### config.mk
export PLATFORM = sky130hd
export DESIGN_NAME = pot_mouse_cursor_tracker_unit
export DESIGN_NICKNAME = d
export VERILOG_FILES = /design/src/rtl/pmct_pkg.sv /design/src/rtl/pot_mouse_cursor_tracker_unit.sv
export SDC_FILE = /design/constraint.sdc
export NUM_CORES = 1
export LEC_CHECK = 0
export BUFFER_PORTS_ARGS = -buffer_cell sky130_fd_sc_hd__clkbuf_2
export CORE_MARGIN = 4
export CORE_UTILIZATION = 36
export DETAILED_ROUTE_END_ITERATION = 12
export GPL_ROUTABILITY_DRIVEN = 0
export PLACE_DENSITY = 0.62
export SLEW_MARGIN = 20
export SYNTH_ARGS = -nofsm -noshare
export SYNTH_HDL_FRONTEND = slang
export SYNTH_SLANG_ARGS = --single-unit
### constraint.sdc
create_clock -name clk -period 6.5 [get_ports clk]
set_input_delay 1.3 -clock clk [delete_from_list [all_inputs] [get_ports clk]]
set_output_delay 1.3 -clock clk [all_outputs]
set_load 0.02 [all_outputs]
### src/rtl/pmct_pkg.sv
`timescale 1ns / 1ps
// package: constants and decode functions for the pot mouse cursor tracker
package pmct_pkg;

    localparam int POT_W  = 8;
    localparam int POS_W  = 10;
    localparam int STEP_W = 6;
    localparam int ACC_W  = 9;
    localparam int SUM_W  = 12;
    localparam int CFG_IDX_W = 2;

    // configuration register indexes
    localparam logic [CFG_IDX_W-1:0] REG_X_LIMIT = 2'd0;
    localparam logic [CFG_IDX_W-1:0] REG_Y_LIMIT = 2'd1;

    localparam logic [POS_W-1:0] X_LIMIT_RESET = 10'd319;
    localparam logic [POS_W-1:0] Y_LIMIT_RESET = 10'd199;

    localparam logic [POT_W-1:0] NOISE_FILL = 8'hc1;
    localparam logic [POT_W-1:0] NO_MOVE    = 8'hff;
    localparam logic [STEP_W-1:0] ACCEL_HI  = 6'd10;
    localparam logic [STEP_W-1:0] ACCEL_LO  = 6'd5;

    // 7-bit pot delta to signed step in -31..31
    function automatic logic signed [STEP_W-1:0] decode_step(
        input logic [POT_W-1:0] pot,
        input logic [POT_W-1:0] last
    );
        logic [POT_W-1:0] diff;
        logic [POT_W-1:0] fill;
        logic [POT_W-1:0] fill_inc;
        diff     = pot - last;
        fill     = {1'b1, diff[6:0]} | NOISE_FILL;
        fill_inc = fill + 8'd1;
        if (!diff[6])
            decode_step = $signed({1'b0, diff[5:1]});
        else if (fill == NO_MOVE)
            decode_step = '0;
        else
            decode_step = $signed(fill_inc[6:1]);
    endfunction

    // acceleration: times 5 above magnitude 10, times 3 above 5
    function automatic logic signed [ACC_W-1:0] accelerate(
        input logic signed [STEP_W-1:0] step
    );
        logic [STEP_W-1:0] mag;
        logic signed [ACC_W-1:0] wide;
        mag  = step[STEP_W-1] ? STEP_W'(-step) : STEP_W'(step);
        wide = {{(ACC_W-STEP_W){step[STEP_W-1]}}, step};
        if (mag > ACCEL_HI)
            accelerate = (wide <<< 2) + wide;
        else if (mag > ACCEL_LO)
            accelerate = (wide <<< 1) + wide;
        else
            accelerate = wide;
    endfunction

    // clamp a signed position sum to 0..limit
    function automatic logic [POS_W-1:0] clamp_pos(
        input logic signed [SUM_W-1:0] p,
        input logic [POS_W-1:0] limit
    );
        if (p[SUM_W-1])
            clamp_pos = '0;
        else if (p[SUM_W-2:0] > {1'b0, limit})
            clamp_pos = limit;
        else
            clamp_pos = p[POS_W-1:0];
    endfunction

endpackage

### src/rtl/pot_mouse_cursor_tracker_unit.sv
`timescale 1ns / 1ps
// top level: pot mouse cursor tracker, input register, decode logic, result register
// path: an accepted sample goes from the input register into the result register and
//   transfers from there, held in the result register while the output stalls
// throughput: one sample per cycle; the input register stalls only while a
//   result waits and the output is stalled
// reset: rst_n clears valids, last pot values and positions, limits go to 319 / 199
module pot_mouse_cursor_tracker_unit
    import pmct_pkg::*;
(
    input  logic                 clk,
    input  logic                 rst_n,
    input  logic                 pot_valid,
    output logic                 pot_stall,
    input  logic [POT_W-1:0]     pot_x,
    input  logic [POT_W-1:0]     pot_y,
    output logic                 cursor_valid,
    input  logic                 cursor_stall,
    output logic [POS_W-1:0]     cursor_x,
    output logic [POS_W-1:0]     cursor_y,
    input  logic                 cfg_valid,
    output logic                 cfg_ready,
    input  logic [CFG_IDX_W-1:0] cfg_index,
    input  logic [POS_W-1:0]     cfg_data
);

    logic                    in_valid_reg;
    logic [POT_W-1:0]        in_x_reg;
    logic [POT_W-1:0]        in_y_reg;
    logic                    out_valid_reg;
    logic [POT_W-1:0]        last_x_reg;
    logic [POT_W-1:0]        last_y_reg;
    logic [POS_W-1:0]        pos_x_reg;
    logic [POS_W-1:0]        pos_y_reg;
    logic [POS_W-1:0]        x_limit_reg;
    logic [POS_W-1:0]        y_limit_reg;

    logic                    advance;
    logic signed [STEP_W-1:0] step_x;
    logic signed [STEP_W-1:0] step_y;
    logic signed [ACC_W-1:0]  acc_x;
    logic signed [ACC_W-1:0]  acc_y;
    logic signed [SUM_W-1:0]  sum_x;
    logic signed [SUM_W-1:0]  sum_y;
    logic [POS_W-1:0]        pos_x_next;
    logic [POS_W-1:0]        pos_y_next;
    logic [POT_W-1:0]        last_x_next;
    logic [POT_W-1:0]        last_y_next;

    // handshake: the input register moves on when the result register is free
    assign advance      = in_valid_reg && (!out_valid_reg || !cursor_stall);
    assign pot_stall    = in_valid_reg && !advance;
    assign cursor_valid = out_valid_reg;
    assign cursor_x     = pos_x_reg;
    assign cursor_y     = pos_y_reg;
    assign cfg_ready    = 1'b1;

    // decode, accelerate and clamp both axes
    always_comb
    begin
        step_x = decode_step(in_x_reg, last_x_reg);
        step_y = decode_step(in_y_reg, last_y_reg);
        acc_x  = accelerate(step_x);
        acc_y  = accelerate(step_y);
        sum_x  = $signed({2'b00, pos_x_reg}) + {{(SUM_W-ACC_W){acc_x[ACC_W-1]}}, acc_x};
        sum_y  = $signed({2'b00, pos_y_reg}) - {{(SUM_W-ACC_W){acc_y[ACC_W-1]}}, acc_y};
        pos_x_next  = clamp_pos(sum_x, x_limit_reg);
        pos_y_next  = clamp_pos(sum_y, y_limit_reg);
        last_x_next = (step_x != '0) ? in_x_reg : last_x_reg;
        last_y_next = (step_y != '0) ? in_y_reg : last_y_reg;
    end

    // input register valid
    always_ff @(posedge clk or negedge rst_n)
    begin
        if (!rst_n)
            in_valid_reg <= 1'b0;
        else if (!pot_stall)
            in_valid_reg <= pot_valid;
    end

    // input register payload
    always_ff @(posedge clk)
    begin
        if (pot_valid && !pot_stall)
        begin
            in_x_reg <= pot_x;
            in_y_reg <= pot_y;
        end
    end

    // result register and tracker state
    always_ff @(posedge clk or negedge rst_n)
    begin
        if (!rst_n)
        begin
            out_valid_reg <= 1'b0;
            last_x_reg    <= '0;
            last_y_reg    <= '0;
            pos_x_reg     <= '0;
            pos_y_reg     <= '0;
        end
        else
        begin
            if (advance)
            begin
                out_valid_reg <= 1'b1;
                last_x_reg    <= last_x_next;
                last_y_reg    <= last_y_next;
                pos_x_reg     <= pos_x_next;
                pos_y_reg     <= pos_y_next;
            end
            else if (!cursor_stall)
            begin
                out_valid_reg <= 1'b0;
            end
        end
    end

    // configuration registers
    always_ff @(posedge clk or negedge rst_n)
    begin
        if (!rst_n)
        begin
            x_limit_reg <= X_LIMIT_RESET;
            y_limit_reg <= Y_LIMIT_RESET;
        end
        else if (cfg_valid && cfg_ready)
        begin
            unique case (cfg_index)
                REG_X_LIMIT: x_limit_reg <= cfg_data;
                REG_Y_LIMIT: y_limit_reg <= cfg_data;
                default: ;
            endcase
        end
    end

endmodule

== Yosys cells after proc, flatten, opt, wreduce, memory -nomap -nowiden ==
Index checks and enable logic that the tools add are counted.

* Bits of input ports: 33
* Bits in registers: 70
* Logic and storage cells: 63
* Output and inout bits: 23

* Reductions and logical operators: 15
* Muxes and demuxes: 16
* $lt $le $gt $ge: 6
* $add $sub $neg: 12
* Equal/unequal tests: 4

{| class="wikitable"
|+ Operator list
! cell !! count
|-
| 10-bit two-way mux || 4
|-
| 6-bit two-way mux || 6
|-
| 9-bit two-way mux || 4
|-
| 11-bit by 10-bit > comparator with 1-bit output || 2
|-
| 8-bit by 6-bit adder with 9-bit output || 2
|-
| 7-bit by 6-bit adder with 8-bit output || 2
|-
| 7-bit by 2-bit adder with 7-bit output (second input constant) || 2
|-
| 7-bit subtractor || 2
|-
| 11-bit by 9-bit adder with 12-bit output || 1
|-
| 6-bit by 3-bit > comparator with 1-bit output (second input constant) || 2
|-
| 6-bit by 4-bit > comparator with 1-bit output (second input constant) || 2
|-
| 6-bit negation || 2
|-
| 6-bit nonzero test || 2
|-
| 11-bit by 9-bit subtractor with 12-bit output || 1
|-
| 5-bit equality test (second input constant) || 2
|-
| 2-bit AND reduction || 4
|-
| 1-bit logical NOT || 4
|-
| 1-bit logical AND || 3
|-
| 2-bit by 1-bit equality test with 1-bit output (second input constant) || 1
|-
| 2-bit logical NOT || 1
|-
| 1-bit two-way mux || 2
|-
| 2-bit by 1-bit inequality test with 1-bit output (second input constant) || 1
|-
| 1-bit logical OR || 1
|}

== Depth between registers and ports, before layout ==
Gate-level depths: netlist of the first run.

* Depth in word-level cells: 13
* Gate-level depth with buffers: 37
* Depth with buffers taken out: 34

== Worst setup path after synthesis of the first run ==
No wires, ideal clock.

* Path kind: register to register
* Start: reg in_y_reg[0]
* End: reg pos_y_reg[0] (netlist: cursor_y[0])
* Buffers on the path: 2
* Slack: -0.736 ns
* Library setup time: 0.133 ns
* Data arrival time: 7.103 ns
* Clock period less this slack: 7.236 ns
* Cell stages (with the launch flop): 37
* Required time: 6.367 ns
* Cells stage by stage: edfxtp_1 nand2b_1 fa_1 a211o_1 and3_1 buf_6 nor2_1 and3_1 ha_1 inv_1 and3_1 a211o_1 inv_1 ha_1 nand2_1 a21oi_1 nor3_2 xnor2_2 o21ai_1 o211ai_1 mux2i_1 ha_1 nor2b_1 o21ai_0 a21boi_0 o21a_1 o211ai_1 a21oi_1 o21a_1 or2_2 ha_1 a21o_1 a31oi_1 o21ai_0 buf_2 mux2i_1 o22ai_1

* Word-level cells in the longest chain between the ends: 13
* Elaborated cells between the ends (all ways): 17
* Those cells by class: add/sub (6); order compare (3); eq/ne (1); mux (7)

{| class="wikitable"
|+ RTL lines
! element !! line !! source
|-
| start, declared || pot_mouse_cursor_tracker_unit.sv:29 || <nowiki>logic [POT_W-1:0] in_y_reg;</nowiki>
|-
| start signal, assigned || pot_mouse_cursor_tracker_unit.sv:88 || <nowiki>in_y_reg <= pot_y;</nowiki>
|-
| 7-bit subtractor * || pmct_pkg.sv:32 || <nowiki>diff = pot - last;</nowiki>
|-
| 7-bit by 2-bit adder with 7-bit output or 5-bit equality test (tied branches) || pmct_pkg.sv:34, pmct_pkg.sv:37 ||
|-
| 6-bit two-way mux || pmct_pkg.sv:37 || <nowiki>else if (fill == NO_MOVE)</nowiki>
|-
| 6-bit two-way mux * || pmct_pkg.sv:35 || <nowiki>if (!diff[6])</nowiki>
|-
| 6-bit negation || pmct_pkg.sv:49 || <nowiki>mag = step[STEP_W-1] ? STEP_W'(-step) : STEP_W'(step);</nowiki>
|-
| 6-bit two-way mux || pmct_pkg.sv:49 ||
|-
| 6-bit by 3-bit > comparator with 1-bit output || pmct_pkg.sv:53 || <nowiki>else if (mag > ACCEL_LO)</nowiki>
|-
| 9-bit two-way mux || pmct_pkg.sv:53 ||
|-
| 9-bit two-way mux * || pmct_pkg.sv:51 || <nowiki>if (mag > ACCEL_HI)</nowiki>
|-
| 11-bit by 9-bit subtractor with 12-bit output * || pot_mouse_cursor_tracker_unit.sv:66 || <nowiki>sum_y = $signed({2'b00, pos_y_reg}) - {{(SUM_W-ACC_W){acc_y[ACC_W-1]}}, acc_y};</nowiki>
|-
| 11-bit by 10-bit > comparator with 1-bit output || pmct_pkg.sv:66 || <nowiki>else if (p[SUM_W-2:0] > {1'b0, limit})</nowiki>
|-
| 10-bit two-way mux || pmct_pkg.sv:66 ||
|-
| 10-bit two-way mux * || pmct_pkg.sv:64 || <nowiki>if (p[SUM_W-1])</nowiki>
|-
| end signal, assigned || pot_mouse_cursor_tracker_unit.sv:111 || <nowiki>pos_y_reg <= pos_y_next;</nowiki>
|-
| end, declared || pot_mouse_cursor_tracker_unit.sv:34 || <nowiki>logic [POS_W-1:0] pos_y_reg;</nowiki>
|}

Every way passes the cells marked *; elsewhere a longest branch is shown, timed or not.
A chain may end at the register's enable or synchronous reset.

== Worst setup path after layout of the first run ==
* Start: reg in_y_reg[0]
* End: reg pos_y_reg[5] (netlist: cursor_y[5])

Same word-level chain as after synthesis.

==> out/results.txt, run 1 <==
Max cap viols -> 0
Post-DR vias/cell -> 5.16
Antenna Cells -> 0
1st-pass router iterations -> 4
Die Y -> 143 um
Slew @ Worst Pin -> 0.831 ns
Die X -> 143 um
Crit path time final -> 6.69 ns
Post-Synthesis Cells -> 715
Crit path from -> in_y_reg[0]
Fillers -> 1615
Largest net degree at the start of global routing -> 57
CP startpoint kind -> register
Synth-to-layout area growth -> 44.5%
Asr flop ratio synth -> 80.0%
Unrepaired setup endpoints after global routing -> true
Synth Flop Type -> dfrtp_1
Global-route wire length before repair -> 28500 um
Synthesized area per cell -> 9.19 um^2
Multi-input logic area -> 5120 um^2
GRT Util Overall -> 17.1%
Rows -> 49
Critical path required time -> 6.75 ns
WL per Instance -> 15.1 um
Commonest non-fill, non-tap cell in the layout -> buf_4
CP max stage cell -> or4_1
Final Hold Fails -> 0
Final Max Tran Viols -> 0
Starting density of the core -> 36.6%
Gr ovfl total -> 0
Cell variety after synth -> 82
Root Driver -> clkbuf_16
Synth Cell Area -> 6570 um^2
Crit path DAT -> 6.95 ns
Sequential element share of the synthesized area -> 27.9%
Area share of the largest cell type after synthesis -> 16.7%
Full die area -> 20500 um^2
IO buf count -> 52
Reg2reg start -> in_y_reg[0]
Clk pin slew, worst setup/hold paths -> 0.06 ns
Crit. End Element -> register
Crit Path Class -> reg2reg
Rel. slew slack -> 44.6%
Yosys warns -> 0
Setup Viol. Count Final -> 10
CTS tree -> yes
Synth area leaders -> dfrtp_1 (17%), ha_1 (15%), edfxtp_1 (6.4%), mux2_2 (5.1%), dfstp_2 (4.8%)
Cell Area, Placed -> 8320 um^2
DRT iter0 DRCs -> 340
Status -> finished with violations
Setup Skew -> 0.0102 ns
CP top delay family -> buffers and inverters
Most frequent cells in the layout -> buf_4 (179), inv_1 (61), ha_1 (57)
Hold Path Class -> reg2reg
Core ar. -> 18000 um^2
Nets -> 1066
Dpl hpwl -> 13300 um
CTS Buffer Depth -> 2
Pre-CTS setup slack -> -0.453 ns
CTS Hold Bufs -> 0
Initial antenna violation count -> 0
Reg area -> 1840 um^2
Tcrit/Tclk final -> 103%
Post-synth EDFFs -> 14
Syn nets -> 835
Remaining antenna violation count -> 0
CP most frequent cell -> buf_4
Via count -> 6084
DRC -> 0
H-tree lvl count -> 3
Drt total wl -> 17800 um
Final worst slack -> -0.194 ns
Cts bufs inserted -> 9
Crit path largest cell delay -> 0.46 ns
Crit-path max FO -> 9
Violated checks -> setup timing
WP buf/inv -> 18
Worst-Skew Late Latency -> 0.33 ns
Fin util -> 52.9%
Area leader, netlist -> dfrtp_1
Max frequency -> 0.149 GHz
Layout cells sized above 1 -> 44.5%
Min-delay src -> last_x_reg[0]
Ports -> 56
Vias in the first global route -> 5829
Yosys reg bits -> 70
Fin area -> 9500 um^2
Clk sink count -> 70
## layer usage
layer	vias to the layer above	part of all wire [%]	global-route usage, %
li1	3069	-	-
met1	2882	45	22.5
met2	103	49	29.5
met3	30	3.2	1.54
met4	0	2.3	5.65
met5	-	0	0
## per-stage QoR
step | cells | hold slack [ns] | TNS (ns)
detailed placement | 1134 | 0.490 | -6.43
global route | 1180 | 0.513 | -7.28
finish | 1180 | 0.501 | -1.83
CTS | 1174 | 0.503 | -1.88
global placement | 1134 | 0.479 | -5.79
floorplan | 715 | 0.471 | -0.650
## final timing paths
kind,cells past startpoint,slack (ns),to
setup / recovery,40,-0.19,cursor_y[5]
hold / removal,1,0.50,last_x_reg[0]
setup reg to reg,40,-0.19,cursor_y[5]
hold reg to reg,1,0.50,last_x_reg[0]
max in group asynchronous,2,4.91,y_limit_reg[8]
min in group asynchronous,2,1.11,in_valid_reg
## cells by family (layout without fill, tap and decap cells)
kind of cell	count (synthesis)	count (layout)	synth area share, %
muxes	54	54	8.79
adders and majority gates	92	92	18.2
DFF	70	70	27.9
other	1	1	0.0570
and+or+nand+nor	188	188	14.8
AOI/OAI and AO/OA	181	181	19.0
xor gates and xnor gates	43	43	5.84
buffers and inverters	86	322	5.37
## cells in the mapped netlist, types with 5 or more instances
cell type  number
nand2_1        60
ha_1           79
a21oi_1        35
xnor2_1        29
or2_2           5
inv_1          66
a211oi_1        8
clkbuf_1        7
fa_1            8
and2_1          7
o211ai_1        7
a211o_1         6
nor3b_1         5
maj3_1          5
o21ai_0        46
a2111oi_0       6
buf_2           5
a31oi_1         9
dfstp_2        12
nor2_1         24
mux2i_1        24
o21a_1          8
mux2_2         30
a21o_1         13
edfxtp_1       14
xor2_1         13
nor2b_1         8
nor3_1         18
and3_1         12
or3_1           7
dfrtp_1        44
nand3_1        10
## area by class of cell
cell class | instances | area share (%)
Tap cell | 229 | 3.02
Clock buffer | 9 | 2.37
Clock inverter | 7 | 0.909
Sequential cell | 70 | 19.3
Timing Repair Buffer | 237 | 17.7
Inverter | 69 | 2.78
Multi-Input combinational cell | 559 | 53.9
## timing repair
| item | 4_1_cts | 5_1_grt |
|---|---|---|
| pin swaps | 42 | 45 |
| setup buffers | 24 | 6 |
| setup endpoints to repair | 20 | 20 |
| resized for setup | 62 | 84 |
Power of run 1 is left out: the tool's default activity adds up to more than one toggle a clock period on the data nets, which glitch-free logic cannot reach.
==> run 2: changes to the inputs <==
Settings changed: CAP_MARGIN from default to 20, CORE_UTILIZATION 36 to 35, PLACE_DENSITY 0.62 to 0.6.
==> run 2 against run 1 <==
The flow still finishes with violations (setup timing). First-iteration DRC count down 33%. Die area up 2.7%. Routed wire length up 0.15%.
==> out/results.txt, run 2 (synthesis results as in run 1) <==
Full die area -> 21000 um^2 (+2.7%)
CP max stage cell -> or3_1
IO buf count -> 52 (unchanged)
Worst-Skew Late Latency -> 0.34 ns (about the same)
Global-route wire length before repair -> 29000 um (+1.7%)
Die X -> 145 um (+1.3%)
Largest net degree at the start of global routing -> 57 (unchanged)
WL met3 -> 372 um (-36%)
Crit path time final -> 6.75 ns (+0.0576 ns)
Rel. slew slack -> 46.0% (+1.4 points)
Root Driver -> clkbuf_16
Nets -> 1065 (-0.094%)
Max cap viols -> 0 (unchanged)
Routed length on met2 -> 8600 um (-2.1%)
Hold Path Class -> reg2reg
Synth-to-layout area growth -> 43.0%
Crit-path max FO -> 6 (-3)
Final Max Tran Viols -> 0 (unchanged)
Hold Path Stages -> 1 (unchanged)
Ports -> 56 (unchanged)
Fin area -> 9400 um^2 (-1.1%)
Violated checks -> setup timing
Worst reg-to-reg path cell count -> 33 (-18%)
Die Y -> 145 um (+1.3%)
Setup Skew -> 0.0135 ns (+0.00323 ns)
H-tree lvl count -> 3 (unchanged)
Rows -> 49 (unchanged)
Minimum setup slack among reg-to-reg paths -> -0.25 ns (-0.06 ns)
Core ar. -> 18200 um^2 (+1.4%)
Starting density of the core -> 36.1% (-0.49 points)
Min-delay src -> last_x_reg[0]
Non-Filler Instances -> 1181 (+0.085%)
Hold path endpoint -> last_x_reg[0]
Cell Area, Placed -> 8370 um^2 (+0.51%)
DRC -> 0 (unchanged)
Dpl hpwl -> 13500 um (+0.86%)
Tcrit/Tclk final -> 104% (+0.89 points)
Commonest non-fill, non-tap cell in the layout -> buf_4
Clk sink count -> 70 (unchanged)
Unrepaired setup endpoints after global routing -> true
Gr ovfl total -> 0 (unchanged)
CTS Buffer Depth -> 2 (unchanged)
Top sig layer -> met4
Initial antenna violation count -> 2 (+2)
Reg2reg start -> in_y_reg[0]
Critical R2R Capture -> cursor_y[0]
Fin util -> 51.6% (-1.3 points)
Final worst slack -> -0.251 ns (-0.0576 ns)
Clk pin slew, worst setup/hold paths -> 0.06 ns (about the same)
CP startpoint kind -> register
Via count -> 5995 (-1.5%)
Crit. End Element -> register
Final Hold Fails -> 0 (unchanged)
Remaining antenna violation count -> 0 (unchanged)
Cts bufs inserted -> 9 (unchanged)
Placed cell count -> 1138 (+0.35%)
1st-pass router iterations -> 4 (unchanged)
CTS tree -> yes
Drt total wl -> 17800 um (+0.15%)
Status -> finished with violations
Vias in the first global route -> 5923 (+1.6%)
GRT Util Overall -> 16.4% (-0.65 points)
Hold slack -> 0.499 ns (-0.00189 ns)
CTS Hold Bufs -> 0 (unchanged)
Crit path DAT -> 6.95 ns (about the same)
DRT iter0 DRCs -> 228 (-33%)
Setup Viol. Count Final -> 10 (unchanged)
Layout cells sized above 1 -> 43.5% (-1.0 points)
Max frequency -> 0.148 GHz (-0.85%)
Post-DR vias/cell -> 5.08 (-1.5%)
WL per Instance -> 15.1 um (about the same)
Most frequent cells in the layout -> buf_4 (176), ha_1 (62), inv_1 (60)
Metal-1 WL -> 8500 um (+5.7%)
Slew @ Worst Pin -> 0.808 ns (-0.0225 ns)
Crit path largest cell delay -> 0.40 ns (-0.06 ns)
Crit Path Class -> reg2reg
Critical path required time -> 6.69 ns (-0.06 ns)
## run 2: cell types whose count changed in the layout (fill, tap and decap cells not counted), moves of 3 or more
| cell | previous run | this run |
|---|---|---|
| ha_1 | 57 | 62 |
| clkinv_2 | 0 | 3 |
| o21ai_2 | 5 | 8 |
| ha_2 | 7 | 4 |
| buf_4 | 179 | 176 |
| o21ai_1 | 22 | 19 |
## run 2: metal layers
layer | vias up | track usage (%)
li1 | 3084 | -
met1 | 2834 | 22.1
met2 | 58 | 27.8
met3 | 19 | 2.12
met4 | 0 | 4.70
met5 | - | 0
## run 2: worst max path at each step
stage                             end        start  slack [ns]  depth (start not counted)
after floorplan           cursor_y[0]  in_y_reg[0]       -0.08                         36
after global placement    cursor_y[5]  in_y_reg[5]       -0.40                         32
after detailed placement  cursor_x[2]  in_x_reg[0]       -0.40                         32
after CTS                 cursor_y[0]  in_y_reg[0]       -0.21                         32
after global routing      cursor_y[5]  in_y_reg[0]       -0.54                         37
final                     cursor_y[0]  in_y_reg[0]       -0.25                         33
## run 2: metrics by stage
step                      setup slack (ns)  TNS, ns
final                               -0.251    -2.34
after global routing                -0.537    -7.56
after CTS                           -0.211    -1.93
after detailed placement            -0.400    -7.17
after global placement              -0.397    -7.02
after floorplan                    -0.0771   -0.650
## run 2: worst max-delay path: cells and delay by family (launching register included)
kind	cells	cell delay, ns
AO/OA/AOI/OAI	12	2.51
adder cells (fa/ha/maj)	5	1.14
AND/OR/NAND/NOR	9	1.66
multiplexers	1	0.18
flip-flops	1	0.38
buffers and inverters	6	0.72
## run 2: repair_timing
action	4_1_cts	5_1_grt
setup buffers	18	7
gates cloned	0	0
gates resized for setup	72	64
setup endpoints to repair	20	20
pin swaps	41	37
## run 2: area by class of cell
cell class                      count  area, um^2
Fill cell                        1645        8810
Multi-Input combinational cell    559        5060
Sequential cell                    70        1840
Timing Repair Buffer              236        1680
Tap cell                          229         287
Inverter                           69         262
Clock buffer                       10         229
Clock inverter                      6        38.8
Antenna cell                        2        5.00
Power of run 2 is left out for the same reason.
